## config.mk

```make
export PLATFORM = sky130hd
export DESIGN_NAME = cc_cell
export DESIGN_NICKNAME = d
export VERILOG_FILES = /design/src/cc_pkg.sv /design/src/cc_cell.sv
export SDC_FILE = /design/constraint.sdc
export NUM_CORES = 1
export LEC_CHECK = 0
export ABC_AREA = 1
export BUFFER_PORTS_ARGS = -buffer_cell sky130_fd_sc_hd__buf_2
export CORE_AREA = 2 2 179 181
export CTS_CLUSTER_DIAMETER = 200
export DETAILED_ROUTE_END_ITERATION = 10
export DIE_AREA = 0 0 181 183
export PLACE_DENSITY_LB_ADDON = 0.3
export SYNTH_ARGS = -nofsm -noshare
export SYNTH_HDL_FRONTEND = slang
export SYNTH_SLANG_ARGS = --single-unit
```

## constraint.sdc

```tcl
create_clock -name clk -period 1.4 [get_ports clk]
set_input_delay 0.14 -clock clk [delete_from_list [all_inputs] [get_ports clk]]
set_output_delay 0.14 -clock clk [all_outputs]
set_load 0.02 [all_outputs]
```

## src/cc_pkg.sv

```systemverilog
// ----------------------------------------------------------------------------
// cc_pkg: shared types and constants for the circumcenter pipeline
// Status codes, the control word passed down the divider chain, and the
// default sizes of the coordinate and fixed-point formats.
// ----------------------------------------------------------------------------
`default_nettype none

package cc_pkg;

	// Port widths of the item fields
	localparam int IN_W  = 16;
	localparam int OUT_W = 62;

	// Default sizes
	localparam int COORD_BITS_DEF = 16;
	localparam int FRAC_BITS_DEF  = 8;

	// Result status
	typedef enum logic [1:0] {
		ST_OK   = 2'd0,
		ST_SAME = 2'd1,
		ST_LINE = 2'd2
	} status_t;

	// Control word that travels with every item down the chain
	typedef struct packed {
		logic    valid;
		status_t status;
		logic    neg_x;
		logic    neg_y;
	} ctrl_t;

endpackage

`default_nettype wire

```

## src/cc_cell.sv

```systemverilog
// ----------------------------------------------------------------------------
// cc_cell: one restoring-division step for both centre coordinates
// Shifts one numerator bit into each partial remainder, subtracts the
// divisor where it fits, and shifts the quotient bit in from the right.
// ----------------------------------------------------------------------------
`default_nettype none

module cc_cell
	import cc_pkg::*;
#(
	parameter int MW  = 59,
	parameter int DVW = 34
) (
	input  wire logic           clk,
	input  wire logic           arst_n,
	input  wire logic           en,
	input  wire ctrl_t          ctrl_i,
	input  wire logic [DVW-1:0] den_i,
	input  wire logic [MW-1:0]  qx_i,
	input  wire logic [DVW-1:0] rx_i,
	input  wire logic [MW-1:0]  qy_i,
	input  wire logic [DVW-1:0] ry_i,
	output ctrl_t               ctrl_o,
	output logic [DVW-1:0]      den_o,
	output logic [MW-1:0]       qx_o,
	output logic [DVW-1:0]      rx_o,
	output logic [MW-1:0]       qy_o,
	output logic [DVW-1:0]      ry_o
);

	logic [DVW:0]   tx, ty, dext;
	logic           gex, gey;
	logic [DVW-1:0] rx_n, ry_n;

	// Trial subtraction on both lanes
	always_comb begin
		dext = {1'b0, den_i};
		tx   = {rx_i, qx_i[MW-1]};
		ty   = {ry_i, qy_i[MW-1]};
		gex  = (tx >= dext);
		gey  = (ty >= dext);
		rx_n = gex ? DVW'(tx - dext) : DVW'(tx);
		ry_n = gey ? DVW'(ty - dext) : DVW'(ty);
	end

	// Control word
	always_ff @(posedge clk or negedge arst_n) begin
		if (!arst_n) begin
			ctrl_o <= '0;
		end else if (en) begin
			ctrl_o <= ctrl_i;
		end
	end

	// Remainders and quotient bits
	always_ff @(posedge clk) begin
		if (en) begin
			den_o <= den_i;
			rx_o  <= rx_n;
			ry_o  <= ry_n;
			qx_o  <= {qx_i[MW-2:0], gex};
			qy_o  <= {qy_i[MW-2:0], gey};
		end
	end

endmodule

`default_nettype wire

```

==> results of run 1 <==
cell families (layout without fill, tap and decap cells):
logic type	count (synthesis)	after routing	share of synthesized area, %
AND/OR/NAND/NOR	810	811	26.2
multiplexers	5	5	0.439
flip-flops	225	225	52.5
buffers and inverters	249	1239	7.92
AO/OA/AOI/OAI	85	85	3.55
adder cells (fa/ha/maj)	70	70	6.95
other	0	1	0
XOR/XNOR	36	36	2.46
cells in the mapped netlist, types with 4 or more instances:
master	n	area, um2
nand2_1	572	2150
inv_1	227	852
edfxtp_1	220	6610
nor2_1	106	398
ha_1	68	851
nand3_1	62	310
a21oi_1	51	255
xor2_1	32	280
o21ai_0	23	115
nand2_2	21	131
nand3b_1	14	105
nor3_1	10	50.1
inv_2	8	30.0
nand4_1	8	50.1
nor2_2	8	50.1
buf_4	6	45.0
buf_6	5	56.3
dfrtp_1	5	125
mux2_2	5	56.3
a21oi_2	4	35.0
o21bai_1	4	30.0
xnor2_1	4	35.0
layout by cell type, fill, tap and decap left out, drive strengths merged:
cell         count
nand3b          14
diode            1
bufinv           2
clkbuf          28
fa               2
mux2             5
ha              68
o21bai           4
nor2           116
nand4            8
xor2            32
inv            237
clkinv          10
a21oi           55
o211ai           2
buf            739
xnor2            4
nand3           64
nand2          598
dlygate4sd3    216
o21ai           24
edfxtp         220
nor3            10
dfrtp            5
and3             1
clkinvlp         7
registers in the layout (all words and copies together) (netlist names):
signal  cells
ctrl_o      5
den_o      34
qx_o       59
qy_o       59
rx_o       34
ry_o       34
power by group through the flow:
stage | registers (uW) | logic (uW) | clock network, uW
2_1_floorplan | 9460 | 2220 | 0
3_3_place_gp | 8530 | 6050 | 0
3_5_place_dp | 8540 | 6110 | 0
4_1_cts | 8410 | 6780 | 6480
5_1_grt | 8480 | 7510 | 6730
6_report | 8430 | 7010 | 6360
what timing repair did:
item                                    4_1_cts  5_1_grt
hold endpoints to repair                    233        0
hold buffers                                216        0
buffers inserted                              9        3
endpoints found under the setup margin       70       70
pin swaps                                     4        4
resized for setup                            54       46
gates cloned                                  3        1
routing by layer:
| layer | up-vias | track usage (%) | share of wire, % |
|---|---|---|---|
| met3 | 133 | 4.27 | 5.8 |
| li1 | 6712 | - | - |
| met5 | - | 0 | 0 |
| met4 | 0 | 15.2 | 5.5 |
| met2 | 511 | 56.2 | 51 |
| met1 | 6384 | 33.3 | 38 |
final cells by class:
| type | instances | share of cell area [%] |
|---|---|---|
| Inverter | 237 | 4.35 |
| Clock inverter | 17 | 0.703 |
| Sequential cell | 225 | 31.2 |
| Clock buffer | 27 | 2.94 |
| Timing Repair Buffer | 956 | 31.8 |
| Tap cell | 402 | 2.33 |
| Multi-Input combinational cell | 1007 | 26.6 |
| Timing Repair inverter | 2 | 0.0929 |
| Antenna cell | 1 | 0.0116 |
through the flow:
stage               total power [uW]  utilization [%]  instance area (um2)  setup TNS, ns
global placement               14600             57.7                18000         -57.56
floorplan                      11700                -                13100         -25.04
global route                   22700             69.0                21500         -22.19
detailed placement             14600             57.7                18000         -57.18
finish                         21800             69.0                21500         -16.91
CTS                            21700             68.2                21300         -12.59
final timing paths:
kind	end	slack, ns
hold reg to reg	ctrl_o[2]	0.51
min in group asynchronous	ctrl_o[0]	0.59
setup reg to reg	ctrl_o[0]	0.62
hold / removal	ry_o[21]	0.06
setup / recovery	rx_o[16]	-0.33
max in group asynchronous	ctrl_o[2]	0.56
critical path, delay by kind of cell:
family	cells	cell delay (ns)
buf+inv	3	0.31
simple gates	10	1.18
fa+ha+maj	1	0.36
==> results.json, run 1 <==
{
  "status": "finished, violations left",
  "violations": "setup timing",
  "r2r-start": "ctrl_o[0]",
  "arrival_ns": 2.00,
  "intPower_uw": 14900,
  "dieWidth_um": 181,
  "yosys_warnings": 0,
  "cap_violations": 0,
  "combPwrFrac_pct": 32.2,
  "min_period_ns": 1.73,
  "cts_made_buffers": 24,
  "initial_utilization_pct": 41.1,
  "drt_iter0_drc": 769,
  "cp-start-kind": "primary input",
  "h-tree-depth": 1,
  "max_stage_delay_ns": 0.36,
  "io_buffers": 452,
  "drv_slew": 0,
  "grt_use_total_pct": 30.0,
  "whs_ns": 0.0567,
  "netSwitchingFraction_pct": 31.5,
  "via_per_inst": 4.78,
  "fin_worst_skew_ns": 0,
  "relSlewSlack_pct": 74.7,
  "cts_sinks": 225,
  "p_clk_share_pct": 29.2,
  "place.gp.congestion": 0.920,
  "netlist-cell-type-count": 33,
  "path_class": "in -> reg",
  "firstDrtPassIters": 6,
  "worstPathCellList": "buf_2 > inv_1 > ha_1 > nand2_1 > nor2_2 > nand2_1 > nor2_2 > nand2_2 > nand2_2 > nand2_4 > nand2_8 > inv_8 > nand2_1 > nand2_1",
  "cts_root_buffer": "clkbuf_16",
  "yosys_register_bits": 225,
  "min_path_type": "in -> reg",
  "regArea_um2": 6730,
  "antenna_found_initial": 1,
  "core_um2": 31200,
  "critical-path-slowest-cell": "ha_1",
  "postSynthNetCount": 1778,
  "path_clk_slew_ns": 0.06,
  "p_seq_share_pct": 38.7,
  "power_density_nw_per_um2": 1010,
  "wl_per_cell_um": 17.9,
  "peakVddDrop_mv": 0.900,
  "place_ws_ns": -0.867,
  "worst_pin_slew_ns": 0.376,
  "dieHeight_um": 183,
  "yosysSeqAreaShare_pct": 52.5,
  "drive_above_1_share_pct": 38.2,
  "grt_overflow": 0,
  "layout.cells.non_filler": 2874,
  "worstHoldStart": "ry_i[20]",
  "p_leak_uw": 0.0107,
  "path_common_cell": "nand2_1",
  "required_ns": 1.67,
  "synthCells": 1480,
  "rsz0062_at_grt": "true",
  "cp_max_fo": 16,
  "drcViolationCount": 0,
  "synth_edf_count": 220,
  "crit_start": "den_i[21]",
  "via_count": 13700,
  "setup_violations": 70,
  "setup_slack_ns": -0.330,
  "hold_depth": 4,
  "dp_cells": 2597,
  "ios": 453,
  "num-fill-cells": 2441,
  "cts_buffer_depth": 3,
  "syn_avg_cell_area_um2": 8.67,
  "detail-route-antenna-nets": 0,
  "nets": 2751,
  "hold_viol_final": 0,
  "endpoint_kind": "flop",
  "syn_area_um2": 12800,
  "die-area_um2": 33100,
  "power_switching_uw": 6880,
  "first_global_vias": 14200,
  "finalCritPeriodShare_pct": 124,
  "clk_latency_ns": 0.53,
  "synth_ff_type": "edfxtp_1",
  "wl_um": 51500,
  "dpl.hpwl_um": 37900,
  "fmax_ghz": 0.578,
  "grt_pass1_wl_um": 76200,
  "area_growth_pct": 68.0,
  "multi_input_area_um2": 5730,
  "rows": 65,
  "r2r_cells": 1,
  "grt_start_max_net_pins": 34,
  "ys_async_sr_fraction_pct": 2.22,
  "cts_tree": "built"
}
(Power assumes the default switching activity.)
==> run 2: changes to the inputs <==
- CTS_BUF_LIST: unset -> sky130_fd_sc_hd__clkbuf_8
==> run 2 against run 1 <==
The run still ends with setup timing left; global-route usage fell by 0.36 points; combinational power fell by 2%; sequential power barely moved; routed wire length fell by 2.1%; register-to-register slack barely moved; non-clock buffer count fell by 3; via count rose by 0.10%; core utilization fell by 0.56 points; clock skew did not move; critical endpoint is now rx_o[15]; highest routed layer is now met5.
==> results.json, run 2 (synthesis results as in run 1) <==
{
  "status": "finished, violations left",
  "violations": "setup timing",
  "nets": 2763,
  "hold_viol_final": 0,
  "max_stage_delay_ns": 0.36,
  "cts_made_buffers": 40,
  "area_growth_pct": 66.6,
  "finalCritPeriodShare_pct": 121,
  "peakVddDrop_mv": 0.676,
  "worstPathCellList": "buf_2 > inv_1 > ha_1 > nand2_1 > nor2_1 > nand2_1 > nor2_1 > nand2_2 > nand2_2 > nand2_4 > nand2_8 > inv_16 > nand2_1 > nand2_1",
  "cts_buffer_depth": 3,
  "worst_pin_slew_ns": 0.378,
  "grt_start_max_net_pins": 34,
  "grt_use_total_pct": 29.7,
  "drcViolationCount": 0,
  "place_ws_ns": -0.867,
  "rsz0062_at_grt": "true",
  "path_clk_slew_ns": 0.06,
  "dieHeight_um": 183,
  "path_common_cell": "nand2_1",
  "dpl.hpwl_um": 37900,
  "via_per_inst": 4.75,
  "combPwrFrac_pct": 32.1,
  "fmax_ghz": 0.593,
  "ios": 453,
  "antenna_found_initial": 2,
  "critical-path-slowest-cell": "ha_1",
  "rows": 65,
  "num-fill-cells": 2477,
  "first_global_vias": 14200,
  "path_class": "in -> reg",
  "firstDrtPassIters": 7,
  "netSwitchingFraction_pct": 32.3,
  "cts_root_buffer": "clkbuf_8",
  "clk_latency_ns": 0.54,
  "p_leak_uw": 0.0108,
  "core_um2": 31200,
  "die-area_um2": 33100,
  "final_cell_mix": "nand2_1 (549), buf_2 (450), buf_4 (265)",
  "cap_violations": 0,
  "place.gp.congestion": 0.920,
  "drt_iter0_drc": 713,
  "dieWidth_um": 181,
  "drv_slew": 0,
  "grt_pass1_wl_um": 76000,
  "arrival_ns": 1.98,
  "final_common_cell": "nand2_1",
  "reg.largest.list": "qx_o (59), qy_o (59)",
  "power_density_nw_per_um2": 1000,
  "h-tree-depth": 2,
  "multi_input_area_um2": 5610,
  "cp_max_fo": 17,
  "via_count": 13800,
  "initial_utilization_pct": 41.1,
  "relSlewSlack_pct": 74.6,
  "endpoint_kind": "flop",
  "intPower_uw": 14500,
  "min_path_type": "in -> reg",
  "cts_tree": "built",
  "cp-start-kind": "primary input",
  "setup_slack_ns": -0.287,
  "cts_sinks": 225,
  "detail-route-antenna-nets": 0,
  "placed_area_um2": 18000,
  "grt_overflow": 0,
  "required_ns": 1.69,
  "p_seq_share_pct": 39.3,
  "stdcell_area_um2": 21400,
  "wl_um": 50400,
  "min_period_ns": 1.69,
  "regArea_um2": 6730,
  "fin_worst_skew_ns": 0,
  "power_switching_uw": 6940,
  "wl_per_cell_um": 17.4,
  "setup_violations": 70,
  "p_clk_share_pct": 28.6,
  "drive_above_1_share_pct": 37.8,
  "io_buffers": 452
}
## run 2: cell count changes in the layout (fill, tap and decap cells not counted), sizes merged
cell / before / now
clkbuf: 28 / 41
clkinv: 10 / 17
bufinv: 2 / 3
inv: 237 / 243
clkinvlp: 7 / 4
buf: 739 / 737
## run 2: what timing repair did
item	4_1_cts	5_1_grt
gates resized for setup	48	30
hold endpoints to repair	233	0
hold buffers	216	0
pin swaps	2	2
endpoints found under the setup margin	70	70
cloned	2	0
buffers inserted	7	3
## run 2: path summary, 6_finish.rpt
| path | start | endpoint | slack, ns | cells after the start |
|---|---|---|---|---|
| setup / recovery | den_i[21] | rx_o[15] | -0.29 | 14 |
| hold / removal | ry_i[20] | ry_o[21] | 0.04 | 4 |
| setup reg to reg | ctrl_o[3] | ctrl_o[3] | 0.62 | 1 |
| hold reg to reg | ctrl_o[2] | ctrl_o[2] | 0.51 | 1 |
| max in group asynchronous | arst_n | ctrl_o[3] | 0.58 | 3 |
| min in group asynchronous | arst_n | ctrl_o[0] | 0.59 | 3 |
## run 2: layout make-up
cell class | count | share of cell area [%]
timing repair inverter | 1 | 0.0527
timing repair buffer | 953 | 31.8
antenna | 1 | 0.0117
multi-input combinational | 1007 | 26.3
inverter | 237 | 4.39
sequential | 225 | 31.5
clock inverter | 29 | 0.995
tap | 402 | 2.35
clock buffer | 41 | 2.64
## run 2: critical path: cells and delay by family
family                     cells  cell delay, ns
adders and majority gates      1            0.36
buffers and inverters          3            0.29
and+or+nand+nor               10            1.17
## run 2: power groups by stage
stage / logic (uW) / clock network, uW / registers (uW)
after floorplan: 2220 / 0 / 9460
after CTS: 6750 / 6230 / 8410
after detailed placement: 6110 / 0 / 8540
after global placement: 6050 / 0 / 8530
after global routing: 7400 / 6600 / 8490
final: 6890 / 6150 / 8430
## run 2: metrics by stage
| step | std cells | hold WS [ns] | setup TNS [ns] | util, % | power, uW |
|---|---|---|---|---|---|
| 6_report | 2896 | 0.0437 | -16.08 | 68.4 | 21500 |
| 3_3_place_gp | 2597 | -0.0279 | -57.56 | 57.7 | 14600 |
| 3_5_place_dp | 2597 | -0.0235 | -57.18 | 57.7 | 14600 |
| 2_1_floorplan | 1480 | -0.156 | -25.04 | - | 11700 |
| 4_1_cts | 2892 | 0.00332 | -11.89 | 67.9 | 21400 |
| 5_1_grt | 2896 | 0.0384 | -21.48 | 68.4 | 22500 |
## run 2: per-layer routing
layer  up-vias  wire length, um  GRT usage (%)
met5         -               15              0
met4         2             2190           11.7
met3       121             2720           4.63
met2       490            26000           56.0
met1      6407            19600           33.5
li1       6734                -              -
==> run 3: changes to the inputs <==
- CTS_CLUSTER_DIAMETER: 200 -> 40
- clock period: 1.4 -> 1.9 ns (I/O delays scaled with it)
==> run 3 against run 2 <==
The run now ends clean; combinational power fell by 31%; hold slack worse by 0.011 ns; core utilization is 2.6 points lower; clock power shrank 22%; power decreased by 27%; highest routed layer is now met4.
==> results.json, run 3 (synthesis results as in run 1) <==
{
  "cap_violations": 0,
  "detail-route-antenna-nets": 0,
  "hold_viol_final": 0,
  "core_um2": 31200,
  "arrival_ns": 2.08,
  "setup_violations": 0,
  "path_class": "in -> reg",
  "die-area_um2": 33100,
  "cp-start-kind": "primary input",
  "via_per_inst": 4.75,
  "utilization_pct": 65.8,
  "io_buffers": 452,
  "min_period_ns": 1.79,
  "drive_above_1_share_pct": 34.4,
  "fin_setup_tns_ns": 0,
  "cts_tree": "built",
  "place_ws_ns": -0.574,
  "area_growth_pct": 60.2,
  "firstDrtPassIters": 8,
  "min_path_type": "in -> reg",
  "place.gp.congestion": 0.944,
  "regArea_um2": 6730,
  "drt_iter0_drc": 748,
  "fin_worst_skew_ns": 0,
  "use_met3_pct": 5.02,
  "relSlewSlack_pct": 71.9,
  "grt_pass1_wl_um": 74000,
  "stdcell_area_um2": 20600,
  "status": "finished clean",
  "peakVddDrop_mv": 0.662,
  "final_cell_mix": "nand2_1 (570), buf_2 (451), buf_4 (268)",
  "grt_use_total_pct": 28.7,
  "cts_made_buffers": 42,
  "reg.largest.list": "qx_o (59), qy_o (59)",
  "initial_utilization_pct": 41.1,
  "finalCritPeriodShare_pct": 94.0,
  "ios": 453,
  "placed_area_um2": 17600,
  "drv_slew": 0,
  "num-fill-cells": 2565,
  "dpl.hpwl_um": 36200,
  "grt_use_met1_pct": 32.0,
  "antenna_found_initial": 1,
  "cts_root_buffer": "clkbuf_8",
  "p_leak_uw": 0.0106,
  "clk_latency_ns": 0.56,
  "required_ns": 2.20,
  "multi_input_area_um2": 5110,
  "wl_um": 48600,
  "rows": 65,
  "via_count": 13700,
  "endpoint_kind": "flop",
  "met2_usage_pct": 53.2,
  "worst_pin_slew_ns": 0.422,
  "first_global_vias": 14000,
  "dieHeight_um": 183,
  "power_density_nw_per_um2": 768,
  "setup_slack_ns": 0.115,
  "cts_setup_buffers": 0,
  "cts_buffer_depth": 3,
  "path_clk_slew_ns": 0.05,
  "drcViolationCount": 0,
  "dieWidth_um": 181,
  "grt_overflow": 0,
  "nets": 2741,
  "grt_start_max_net_pins": 70,
  "cts_sinks": 225,
  "cp_max_fo": 33,
  "final_common_cell": "nand2_1",
  "wl_per_cell_um": 16.9,
  "busiest_layer": "met2",
  "fmax_ghz": 0.560,
  "h-tree-depth": 2
}
run 3: stage by stage:
stage	power, uW	hold slack, ns	std cells
2_1_floorplan	8540	-0.106	1480
3_3_place_gp	10600	0.00964	2595
3_5_place_dp	10600	0.0161	2595
4_1_cts	15800	0.0128	2878
5_1_grt	16500	0.0285	2879
6_report	15800	0.0329	2879
run 3: final cells by class:
cell class | instances | share of cell area (%)
multi-input combinational | 1006 | 24.9
sequential | 225 | 32.8
clock inverter | 34 | 1.30
inverter | 237 | 4.38
antenna | 1 | 0.0122
timing repair buffer | 931 | 31.4
clock buffer | 43 | 2.88
tap | 402 | 2.45
run 3: final timing paths:
check,end,slack (ns),cells after the start,startpoint
max in group asynchronous,ctrl_o[4],1.11,3,arst_n
setup reg to reg,ctrl_o[3],1.07,1,ctrl_o[3]
hold reg to reg,ctrl_o[2],0.52,1,ctrl_o[2]
hold / removal,rx_o[0],0.03,3,qx_i[58]
setup / recovery,rx_o[13],0.11,12,den_i[24]
min in group asynchronous,ctrl_o[2],0.58,3,arst_n
run 3: metal layers:
layer | part of all wire (%) | vias up
met4 | 5.3 | 0
met3 | 6.6 | 143
met1 | 38 | 6303
met5 | 0 | -
li1 | - | 6671
met2 | 51 | 558
run 3: power breakdown:
group          switching, uW  total, uW  leakage (uW)  internal, uW
sequential               141       6210       0.00221          6070
clock                   2230       4800      0.000455          2580
combinational           2750       4770       0.00794          2020
run 3: worst max-delay path, cell delays in order:
cell and delay [ns]:
buf_2 0.10, inv_1 0.07, ha_1 0.37, nand2_1 0.11, nor2_1 0.21, nand2_1 0.13
nor2_1 0.28, a21oi_2 0.15, nand2_8 0.11, inv_4 0.14, nand2_1 0.10, nand2_1 0.09
run 3: what timing repair did:
item / in CTS / in global routing
pin swaps: 0 / 0
hold endpoints to repair: 221 / 0
endpoints found under the setup margin: 3 / 37
gates resized for setup: 1 / 10
hold buffers: 206 / 0
